<file path="config.mk">
export PLATFORM = sky130hd
export DESIGN_NAME = wheel_speed_odometer
export DESIGN_NICKNAME = d
export VERILOG_FILES = /design/src/hw/rtl/wso_pkg.sv /design/src/hw/rtl/wso_div.sv /design/src/hw/rtl/wheel_speed_odometer.sv
export SDC_FILE = /design/constraint.sdc
export NUM_CORES = 1
export LEC_CHECK = 0
export CAP_MARGIN = 25
export CORE_MARGIN = 2
export CORE_UTILIZATION = 30
export CTS_CLUSTER_SIZE = 16
export DETAILED_ROUTE_END_ITERATION = 10
export DONT_BUFFER_PORTS = 1
export GPL_ROUTABILITY_DRIVEN = 0
export PLACE_DENSITY = 0.49
export SLEW_MARGIN = 20
export SYNTH_ARGS = -nofsm -noshare
export SYNTH_HDL_FRONTEND = slang
export SYNTH_SLANG_ARGS = --single-unit
</file>
<file path="constraint.sdc">
create_clock -name clk -period 19.3 [get_ports clk]
set_input_delay 2.895 -clock clk [delete_from_list [all_inputs] [get_ports clk]]
set_output_delay 2.895 -clock clk [all_outputs]
set_load 0.005 [all_outputs]
</file>
<file path="src/hw/rtl/wso_pkg.sv">
// ----------------------------------------------------------------------------
// wso_pkg
// Shared widths, constants and types for the wheel speed / odometer block.
// ----------------------------------------------------------------------------
`default_nettype none

package wso_pkg;

  localparam int TS_W       = 32;  // timestamp and elapsed time
  localparam int TIMER_BITS = 32;  // bits of the free-running timer in use
  localparam int DPP_W      = 24;  // distance per pulse
  localparam int DIST_W     = 48;  // distance total
  localparam int SPEED_W    = 36;  // speed result
  localparam int SPH_W      = 12;  // width of the seconds-per-hour constant
  localparam int DIVIDEND_W = DPP_W + SPH_W;
  localparam int DIVISOR_W  = TS_W;
  localparam int DIV_CNT_W  = $clog2(DIVIDEND_W);

  localparam int APB_DATA_W = 32;
  localparam int APB_ADDR_W = 3;

  localparam logic [SPH_W-1:0]   SECONDS_PER_HOUR = SPH_W'(3600);
  localparam logic [DPP_W-1:0]   DPP_RESET        = DPP_W'(2100000);
  localparam logic [DIST_W-1:0]  DIST_MAX         = {DIST_W{1'b1}};
  localparam logic [SPEED_W-1:0] SPEED_MAX        = {SPEED_W{1'b1}};
  localparam logic [TS_W-1:0]    TIMER_MASK       =
    TS_W'((64'd1 << TIMER_BITS) - 64'd1);

  // word index of each register on the configuration port
  localparam logic [APB_ADDR_W-3:0] REG_DPP = '0;

  localparam logic FUNC_PULSE = 1'b0;
  localparam logic FUNC_CLEAR = 1'b1;

  typedef enum logic [1:0] {
    ST_IDLE,
    ST_DIV,
    ST_LOAD
  } wso_state_t;

endpackage

`default_nettype wire

</file>
<file path="src/hw/rtl/wso_div.sv">
// ----------------------------------------------------------------------------
// wso_div
// Restoring divider, one quotient bit per cycle.
// ----------------------------------------------------------------------------
`default_nettype none

module wso_div (
  input  wire logic                             clk,
  input  wire logic                             rst,
  input  wire logic                             start,
  input  wire logic [wso_pkg::DIVIDEND_W-1:0]   dividend,
  input  wire logic [wso_pkg::DIVISOR_W-1:0]    divisor,
  output logic                                  done,
  output logic [wso_pkg::DIVIDEND_W-1:0]        quotient
);

  logic                             busy;
  logic [wso_pkg::DIV_CNT_W-1:0]    count;
  logic [wso_pkg::DIVIDEND_W-1:0]   q;
  logic [wso_pkg::DIVISOR_W-1:0]    d;
  logic [wso_pkg::DIVISOR_W:0]      r;
  logic [wso_pkg::DIVISOR_W:0]      r_shift;
  logic [wso_pkg::DIVISOR_W+1:0]    diff;

  // partial remainder stays below the divisor, so one extra bit holds the shift
  assign r_shift = {r[wso_pkg::DIVISOR_W-1:0], q[wso_pkg::DIVIDEND_W-1]};
  assign diff    = {1'b0, r_shift} - {2'b00, d};

  always_ff @(posedge clk) begin
    if (rst) begin
      busy <= 1'b0;
      done <= 1'b0;
    end else begin
      done <= 1'b0;
      if (start) begin
        busy <= 1'b1;
      end else if (busy && count == '0) begin
        busy <= 1'b0;
        done <= 1'b1;
      end
    end
  end

  always_ff @(posedge clk) begin
    if (start) begin
      count <= wso_pkg::DIV_CNT_W'(wso_pkg::DIVIDEND_W - 1);
      q     <= dividend;
      d     <= divisor;
      r     <= '0;
    end else if (busy) begin
      count <= count - 1'b1;
      if (!diff[wso_pkg::DIVISOR_W+1]) begin
        r <= diff[wso_pkg::DIVISOR_W:0];
        q <= {q[wso_pkg::DIVIDEND_W-2:0], 1'b1};
      end else begin
        r <= r_shift;
        q <= {q[wso_pkg::DIVIDEND_W-2:0], 1'b0};
      end
    end
  end

  assign quotient = q;

endmodule

`default_nettype wire

</file>
<file path="src/hw/rtl/wheel_speed_odometer.sv">
// ----------------------------------------------------------------------------
// wheel_speed_odometer
// Hall-sensor wheel speedometer and odometer: distance, elapsed time and
// speed in m/h from timestamped pulse and clear events.
// ----------------------------------------------------------------------------
//
//   channel  | handshake                   | payload
//   ---------+-----------------------------+----------------------------------
//   pulse    | pulse_valid / pulse_stall   | func, timestamp_us
//   result   | result_valid / result_stall | distance_um, speed_m_per_h,
//            |                             | elapsed_us, zero_interval
//   config   | psel/penable/pwrite/pready  | paddr, pwdata, prdata
//
// A pulse with a nonzero interval passes through ST_DIV, then ST_LOAD:
// the speed divider retires one quotient bit per cycle over 36 bits.
// Clear and zero-interval pulses go to ST_LOAD. One item is in work at a time;
// a finished result waits in the output register while the next item is taken.
// Reset (rst, synchronous) zeroes the totals and loads the default distance
// per pulse; result_stall holds a full output register and the ST_LOAD state.
`default_nettype none

module wheel_speed_odometer (
  input  wire logic                              clk,
  input  wire logic                              rst,
  // pulse channel
  input  wire logic                              pulse_valid,
  output logic                                   pulse_stall,
  input  wire logic                              func,
  input  wire logic [wso_pkg::TS_W-1:0]          timestamp_us,
  // result channel
  output logic                                   result_valid,
  input  wire logic                              result_stall,
  output logic [wso_pkg::DIST_W-1:0]             distance_um,
  output logic [wso_pkg::SPEED_W-1:0]            speed_m_per_h,
  output logic [wso_pkg::TS_W-1:0]               elapsed_us,
  output logic                                   zero_interval,
  // configuration
  input  wire logic                              psel,
  input  wire logic                              penable,
  input  wire logic                              pwrite,
  input  wire logic [wso_pkg::APB_ADDR_W-1:0]    paddr,
  input  wire logic [wso_pkg::APB_DATA_W-1:0]    pwdata,
  output logic [wso_pkg::APB_DATA_W-1:0]         prdata,
  output logic                                   pready
);

  wso_pkg::wso_state_t              state, state_next;

  logic [wso_pkg::DPP_W-1:0]        dist_per_pulse;
  logic [wso_pkg::TS_W-1:0]         last_pulse_time;
  logic [wso_pkg::DIST_W-1:0]       distance_total;
  logic [wso_pkg::TS_W-1:0]         elapsed_total;
  logic [wso_pkg::SPEED_W-1:0]      speed;
  logic                             zero_flag;

  logic                             take;
  logic                             div_start;
  logic                             div_done;
  logic                             load_out;
  logic                             cfg_write;
  logic [wso_pkg::TS_W-1:0]         ts;
  logic [wso_pkg::TS_W-1:0]         interval;
  logic [wso_pkg::DIST_W:0]         dist_sum;
  logic [wso_pkg::DIVIDEND_W-1:0]   product;
  logic [wso_pkg::DIVIDEND_W-1:0]   quotient;

  // ---------------- configuration port ----------------
  assign pready    = 1'b1;
  assign cfg_write = psel && penable && pwrite && pready &&
                     paddr[wso_pkg::APB_ADDR_W-1:2] == wso_pkg::REG_DPP;

  always_comb begin
    prdata = '0;
    if (paddr[wso_pkg::APB_ADDR_W-1:2] == wso_pkg::REG_DPP) begin
      prdata = wso_pkg::APB_DATA_W'(dist_per_pulse);
    end
  end

  always_ff @(posedge clk) begin
    if (rst) begin
      dist_per_pulse <= wso_pkg::DPP_RESET;
    end else if (cfg_write) begin
      dist_per_pulse <= pwdata[wso_pkg::DPP_W-1:0];
    end
  end

  // ---------------- per-transfer arithmetic ----------------
  assign take     = pulse_valid && !pulse_stall;
  assign ts       = timestamp_us & wso_pkg::TIMER_MASK;
  assign interval = (ts - last_pulse_time) & wso_pkg::TIMER_MASK;
  assign dist_sum = {1'b0, distance_total} + (wso_pkg::DIST_W + 1)'(dist_per_pulse);
  assign product  = wso_pkg::DIVIDEND_W'(dist_per_pulse) *
                    wso_pkg::DIVIDEND_W'(wso_pkg::SECONDS_PER_HOUR);
  assign div_start = take && func == wso_pkg::FUNC_PULSE && interval != '0;

  wso_div u_div (
    .clk      (clk),
    .rst      (rst),
    .start    (div_start),
    .dividend (product),
    .divisor  (interval),
    .done     (div_done),
    .quotient (quotient)
  );

  // ---------------- control ----------------
  always_ff @(posedge clk) begin
    if (rst) begin
      state <= wso_pkg::ST_IDLE;
    end else begin
      state <= state_next;
    end
  end

  always_comb begin
    state_next  = state;
    pulse_stall = 1'b1;
    load_out    = 1'b0;
    unique case (state)
      wso_pkg::ST_IDLE: begin
        pulse_stall = 1'b0;
        if (pulse_valid) begin
          state_next = div_start ? wso_pkg::ST_DIV : wso_pkg::ST_LOAD;
        end
      end
      wso_pkg::ST_DIV: begin
        if (div_done) begin
          state_next = wso_pkg::ST_LOAD;
        end
      end
      wso_pkg::ST_LOAD: begin
        if (!result_valid || !result_stall) begin
          load_out   = 1'b1;
          state_next = wso_pkg::ST_IDLE;
        end
      end
      default: begin
        state_next = wso_pkg::ST_IDLE;
      end
    endcase
  end

  // ---------------- totals ----------------
  always_ff @(posedge clk) begin
    if (rst) begin
      last_pulse_time <= '0;
      distance_total  <= '0;
      elapsed_total   <= '0;
    end else if (take) begin
      last_pulse_time <= ts;
      if (func == wso_pkg::FUNC_CLEAR) begin
        distance_total <= '0;
        elapsed_total  <= '0;
      end else begin
        elapsed_total  <= elapsed_total + interval;
        distance_total <= dist_sum[wso_pkg::DIST_W] ? wso_pkg::DIST_MAX :
                          dist_sum[wso_pkg::DIST_W-1:0];
      end
    end
  end

  // speed of the item in work; the quotient always fits in 36 bits
  always_ff @(posedge clk) begin
    if (take) begin
      if (func == wso_pkg::FUNC_CLEAR) begin
        speed     <= '0;
        zero_flag <= 1'b0;
      end else begin
        speed     <= wso_pkg::SPEED_MAX;
        zero_flag <= (interval == '0);
      end
    end else if (state == wso_pkg::ST_DIV && div_done) begin
      speed <= quotient[wso_pkg::SPEED_W-1:0];
    end
  end

  // ---------------- output register ----------------
  always_ff @(posedge clk) begin
    if (rst) begin
      result_valid <= 1'b0;
    end else if (load_out) begin
      result_valid <= 1'b1;
    end else if (!result_stall) begin
      result_valid <= 1'b0;
    end
  end

  always_ff @(posedge clk) begin
    if (load_out) begin
      distance_um   <= distance_total;
      speed_m_per_h <= speed;
      elapsed_us    <= elapsed_total;
      zero_interval <= zero_flag;
    end
  end

endmodule

`default_nettype wire
</file>
==> results.tsv, run 1 <==
metric	value	unit
Post-CTS Setup Repair Bufs	0	
Hold Vio Cnt, Final	0	
Post-Syn Area	23910	um^2
main combinational cell family by area after synthesis	compound AO/OA/AOI/OAI gates	
Core ar.	79000	um^2
initial antenna violation count	1	
XOR/XNOR Fraction of Synth Area	0.04212	
DR DRC count	0	
final period utilization	0.4033	
IO Count	227	
DP HPWL	46710	um
# port buffers	0	
share of layout cells above drive strength 1	0.06423	
CP startpoint kind	input port	
Non-Filler Instances	3511	
wirelength, routed	64440	um
most frequent cell after synthesis	nand2_1	
sequential share of the synthesized area	0.4269	
count of final max-slew check failures	0	
Peak VDD IR	0.05577	mV
Compound-Gate Fraction of Synth Area	0.1952	
worst hold slack	0.4180	ns
die height	286.3	um
clk slew on worst S/H paths	0.06	ns
Root Buffer	clkbuf_16	
crit end category	flip-flop	
Avg Cell Area, Syn	9.733	um^2
Synth Instances	2457	
fin crit period	7.784	ns
Simple-Gate Fraction of Synth Area	0.1344	
via/cell ratio	5.052	
Max Cap Viol	0	
maximum fanout along the worst path	6	
setup TNS	0	ns
Cell Rows	103	
clock buffer depth	3	
Final setup viols	0	
clock sinks	401	
post-synthesis adder-cell area fraction	0.1446	
worst min-delay path class	reg -> reg	
CTS Buf Count	48	
GRT Residual Overflow	0	
synthesis-to-layout area growth	11.58	%
dpl ws	11.04	ns
Die X	286.3	um
mux contribution to synthesized area	0.008476	
Synth cell types	84	
post-synth top area cell	edfxtp_1	
Initial Util	0.3027	
status	complete, no violations	
Crit Path Class	in -> reg	
Achievable Freq	128.5	MHz
Vias	17740	
largest net degree at the start of global routing	93	
first-pass GRT wire length	99450	um
Total GRT Usage	0.1526	
Required @ worst endpoint	19.74	ns
post_cts resized	0	
H-tree lvl count	2	
RSZ-0062 raised after global routing	no	
Pleak	11.08	nW
yosys synthesis warning count	0	
pwr dens	104.5	nW/um^2
Net count, final	2746	
post-route ant nets	0	
Synth top cells by count	nand2_1, edfxtp_1, ha_1	
vias in the first global route	17020	
Clk Latency, worst-skew pair	0.59	ns
wire per inst	18.35	um
DP Cell Count	3419	
Async SR Flop Fraction	0	
#FFs+latches synth	401	
final setup margin	11.52	ns
Worst slew margin	0.2079	
WP data arrival	8.23	ns
Main synth FF type	edfxtp_1	
top post-synthesis cells by area	edfxtp_1, dfxtp_1, ha_1	
EDFF count, synth	218	
drt pass-1 iters	5	
die area	81990	um^2
Slew @ Worst Pin	1.173	ns
1st-iter DRT viols	981	
skew final	0.03328	ns
# hold bufs at CTS	0	
Synth top area share	0.2737	
CTS tree	yes	
cell families after synthesis:
family | count (synthesis)
buffers and inverters | 285
xor gates and xnor gates | 115
other | 2
and+or+nand+nor | 689
DFF | 401
muxes | 20
adders and majority gates | 250
AOI/OAI and AO/OA | 695
cell usage in the layout (no fill, tap or decap), drive strengths merged, types with 12 or more instances in the layout:
cell,n
o31ai,13
clkbuf,54
a22o,33
clkinv,16
and2,13
nor2b,29
or3,13
o21a,23
xnor2,82
fa,44
xor2,33
buf,14
inv,182
ha,206
edfxtp,218
a21oi,189
nand3,40
dfxtp,183
a31oi,27
a22oi,16
o21bai,12
a21o,109
nor3,38
a211oi,48
nand2b,15
o21ai,121
mux2i,18
nand4,18
and3,23
nand2,261
o211ai,12
nor2,182
per-stage QoR:
stage | total power (W) | instance area, um^2 | util
after floorplan | 0.001643 | 23940 | -
after global routing | 0.002953 | 26680 | 0.3377
after global placement | 0.001800 | 24920 | 0.3155
final | 0.002788 | 26680 | 0.3378
after detailed placement | 0.001808 | 24920 | 0.3155
after CTS | 0.002820 | 26640 | 0.3372
flip-flops by register name, indices dropped and copies added (netlist names):
signal and flops:
state 2, u_div.d 32, distance_total 48, u_div.done 1, u_div.r 32, result_valid 1
elapsed_us 32, u_div.quotient 36, dist_per_pulse 24, elapsed_total 32, speed_m_per_h 36, u_div.count 6
speed 36, u_div.busy 1, distance_um 48, zero_flag 1, last_pulse_time 32, zero_interval 1
layout make-up:
type	count	area, um^2
Fill cell	8008	52320
Multi-Input combinational cell	1778	12650
Antenna cell	1	2.502
Inverter	178	670.6
Clock inverter	35	474.2
Clock buffer	54	1245
Tap cell	1050	1314
Sequential cell	401	10210
Timing Repair Buffer	14	121.4
power by group:
part	switching [W]	leakage [nW]	internal, W	total (W)
clock	0.000386	0.829	0.000603	0.000989
sequential	0.0000566	3.60	0.000993	0.00105
combinational	0.000448	6.65	0.000301	0.000749
total	0.000891	11.1	0.00190	0.00279
critical path: stages:
cell       delay, ns
ha_1            0.26
nor2b_1         0.14
o31a_1          0.28
o41a_1          0.44
o31ai_1         0.36
nand2b_1        0.14
a211oi_1        0.69
ha_1            0.43
nand4_1         0.16
o41ai_1         0.11
a21o_1          0.18
or3_1           0.32
o211ai_1        0.25
o22ai_1         0.16
o41a_1          0.41
a2111oi_0       0.43
a311o_1         0.29
mux2i_1         0.19
o21ai_0         0.08
per-layer routing:
metal | global-route usage | vias up | part of all wire
li1 | - | 8803 | -
met1 | 0.2078 | 8482 | 0.47
met2 | 0.2433 | 372 | 0.45
met3 | 0.03148 | 79 | 0.052
met4 | 0.04607 | 0 | 0.027
met5 | 0 | - | 0
worst paths after layout:
| path | cells past startpoint | slack (ns) | end | startpoint |
|---|---|---|---|---|
| worst max-delay path | 19 | 11.52 | elapsed_total[31]$_SDFFE_PP0P_ | timestamp_us[1] |
| worst min register to register | 0 | 0.42 | speed_m_per_h[11]$_DFFE_PP_ | speed[11]$_DFFE_PP_ |
| worst min-delay path | 0 | 0.42 | speed_m_per_h[11]$_DFFE_PP_ | speed[11]$_DFFE_PP_ |
| worst max register to register | 20 | 13.39 | elapsed_total[31]$_SDFFE_PP0P_ | last_pulse_time[1]$_SDFFE_PP0P_ |
Note: power is estimated with default switching activity, not from simulation.
==> inputs of run 2 (changes only) <==
==> constraint.sdc (replaced) <==
create_clock -name clk -period 8 [get_ports clk]
set_input_delay 1.2 -clock clk [delete_from_list [all_inputs] [get_ports clk]]
set_output_delay 1.2 -clock clk [all_outputs]
set_load 0.005 [all_outputs]
==> run 2 against run 1 <==
Compared with the run above:
- design area hardly changed
- utilization about the same
- sequential power increased by 140%
- clock power grew 140%
- combinational power increased by 140%
- final cell count barely moved
- first-iteration DRC count rose by 15%
- global-route usage hardly changed
- clock skew decreased by 0.0080 ns
- clock-buffer cell count increased by 7
- register-to-register slack got worse by 11 ns
- via count decreased by 0.66%
==> results.tsv, run 2 (synthesis results as in run 1) <==
metric	value	unit
status	complete, no violations	
Net count, final	2747	
wirelength, routed	63900	um
setup TNS	0	ns
largest net degree at the start of global routing	93	
Max Cap Viol	0	
R2R cell count	20	
Non-Filler Instances	3512	
CP bufs+invs	0	
cell chain of the critical path	ha_1, nor2b_1, o31a_1, o41a_1, o31ai_1, nand2b_1, a211oi_1, ha_1, nand4_1, o41ai_1, a21o_1, or3_1, o211ai_1, o22ai_1, o41a_1, a2111oi_0, a311o_1, mux2i_1, o21ai_0	
post-route ant nets	0	
worst min-delay path class	reg -> reg	
1st-iter DRT viols	1132	
DP HPWL	47020	um
top flop regs	distance_total: 48 flops, distance_um: 48 flops	
clk slew on worst S/H paths	0.06	ns
Slew @ Worst Pin	1.006	ns
CTS tree	yes	
Final setup viols	0	
fin crit period	5.866	ns
post_cts resized	0	
Core ar.	79000	um^2
GRT Residual Overflow	0	
H-tree lvl count	2	
Hold Vio Cnt, Final	0	
Cell Rows	103	
Largest delay share family, worst path	compound AO/OA/AOI/OAI gates	
most frequent cells in the layout	nand2_1, edfxtp_1, ha_1	
clock sinks	401	
commonest non-fill, non-tap cell in the layout	nand2_1	
Vias	17620	
synthesis-to-layout area growth	11.66	%
Filler Cell Count	7973	
IO Count	227	
Peak VDD IR	0.1347	mV
first-pass GRT wire length	99430	um
skew final	0.02529	ns
drt pass-1 iters	5	
Crit Path Class	in -> reg	
Die X	286.3	um
vias in the first global route	17220	
die height	286.3	um
via/cell ratio	5.017	
Post-CTS Setup Repair Bufs	0	
Pleak	11.11	nW
Initial Util	0.3027	
wire per inst	18.20	um
DP Cell Count	3419	
share of layout cells above drive strength 1	0.06621	
die area	81990	um^2
post-route cell area	26700	um^2
final period utilization	0.7333	
# hold bufs at CTS	0	
pwr dens	250.4	nW/um^2
Root Buffer	clkbuf_16	
CTS Buf Count	48	
DR DRC count	0	
WP data arrival	6.31	ns
worst stage delay on the critical path	0.62	ns
Required @ worst endpoint	8.44	ns
count of final max-slew check failures	0	
RSZ-0062 raised after global routing	no	
Total GRT Usage	0.1525	
clock buffer depth	3	
CP max-delay cell	a211oi_1	
CP Depth	19	
initial antenna violation count	2	
Min-Delay Path Depth	0	
Achievable Freq	170.5	MHz
# port buffers	0	
worst hold slack	0.4179	ns
overall power	0.006685	W
Clk Latency, worst-skew pair	0.60	ns
maximum fanout along the worst path	6	
Worst slew margin	0.3297	
dpl cell area	24930	um^2
CP startpoint kind	input port	
ANT cells	0	
crit end category	flip-flop	
[run 2: changes by cell type in the layout (fill, tap and decap cells not counted), sizes merged]
| cell | delta |
|---|---|
| buf | +1 |
| bufinv | -3 |
| clkbuf | +7 |
| clkinv | +1 |
| clkinvlp | -3 |
| diode | -1 |
| inv | -1 |
[run 2: report_power, final]
group	total, W	leakage (nW)	internal [W]	switching (W)
sequential	0.00253	3.60	0.00239	0.000138
combinational	0.00181	6.67	0.000737	0.00108
clock	0.00234	0.843	0.00142	0.000922
[run 2: path summary, 6_finish.rpt]
path,startpoint,to,slack (ns)
worst max register to register,last_pulse_time[1]$_SDFFE_PP0P_,elapsed_total[31]$_SDFFE_PP0P_,2.31
worst min-delay path,speed[18]$_DFFE_PP_,speed_m_per_h[18]$_DFFE_PP_,0.42
worst max-delay path,timestamp_us[1],elapsed_total[31]$_SDFFE_PP0P_,2.13
worst min register to register,speed[18]$_DFFE_PP_,speed_m_per_h[18]$_DFFE_PP_,0.42
[run 2: metal layers]
layer	global-route usage	routed length, um	up-vias
li1	-	-	8779
met1	0.2019	30120	8434
met2	0.2442	28490	319
met3	0.03728	3416	87
met4	0.04921	1870	0
met5	0	0	-
[run 2: layout make-up]
type | count | area [um^2] | share of cell area
multi-input cells | 1778 | 12640 | 0.4735
clock inverters | 29 | 390.4 | 0.01462
flip-flops and latches | 401 | 10210 | 0.3824
repair buffers | 15 | 141.4 | 0.005295
clock buffers | 61 | 1331 | 0.04985
well taps | 1050 | 1314 | 0.04920
inverters | 178 | 670.6 | 0.02511
[run 2: metrics by stage]
stage,setup WS (ns),util
5_1_grt,1.947,0.3380
3_5_place_dp,1.553,0.3156
2_1_floorplan,0.5099,-
4_1_cts,2.174,0.3374
3_3_place_gp,1.628,0.3155
6_report,2.134,0.3380
[run 2: worst register-to-register path: stages (launching register included)]
cell and delay (ns):
dfxtp_1 0.37, inv_1 0.06, ha_1 0.25, nor2b_1 0.14
o31a_1 0.28, o41a_1 0.43, o31ai_1 0.35, nand2b_1 0.13
a211oi_1 0.62, ha_1 0.42, nand4_1 0.17, o41ai_1 0.12
a21o_1 0.19, or3_1 0.32, o211ai_1 0.22, o22ai_1 0.17
o41a_1 0.41, a2111oi_0 0.43, a311o_1 0.20, mux2i_1 0.17
o21ai_0 0.10
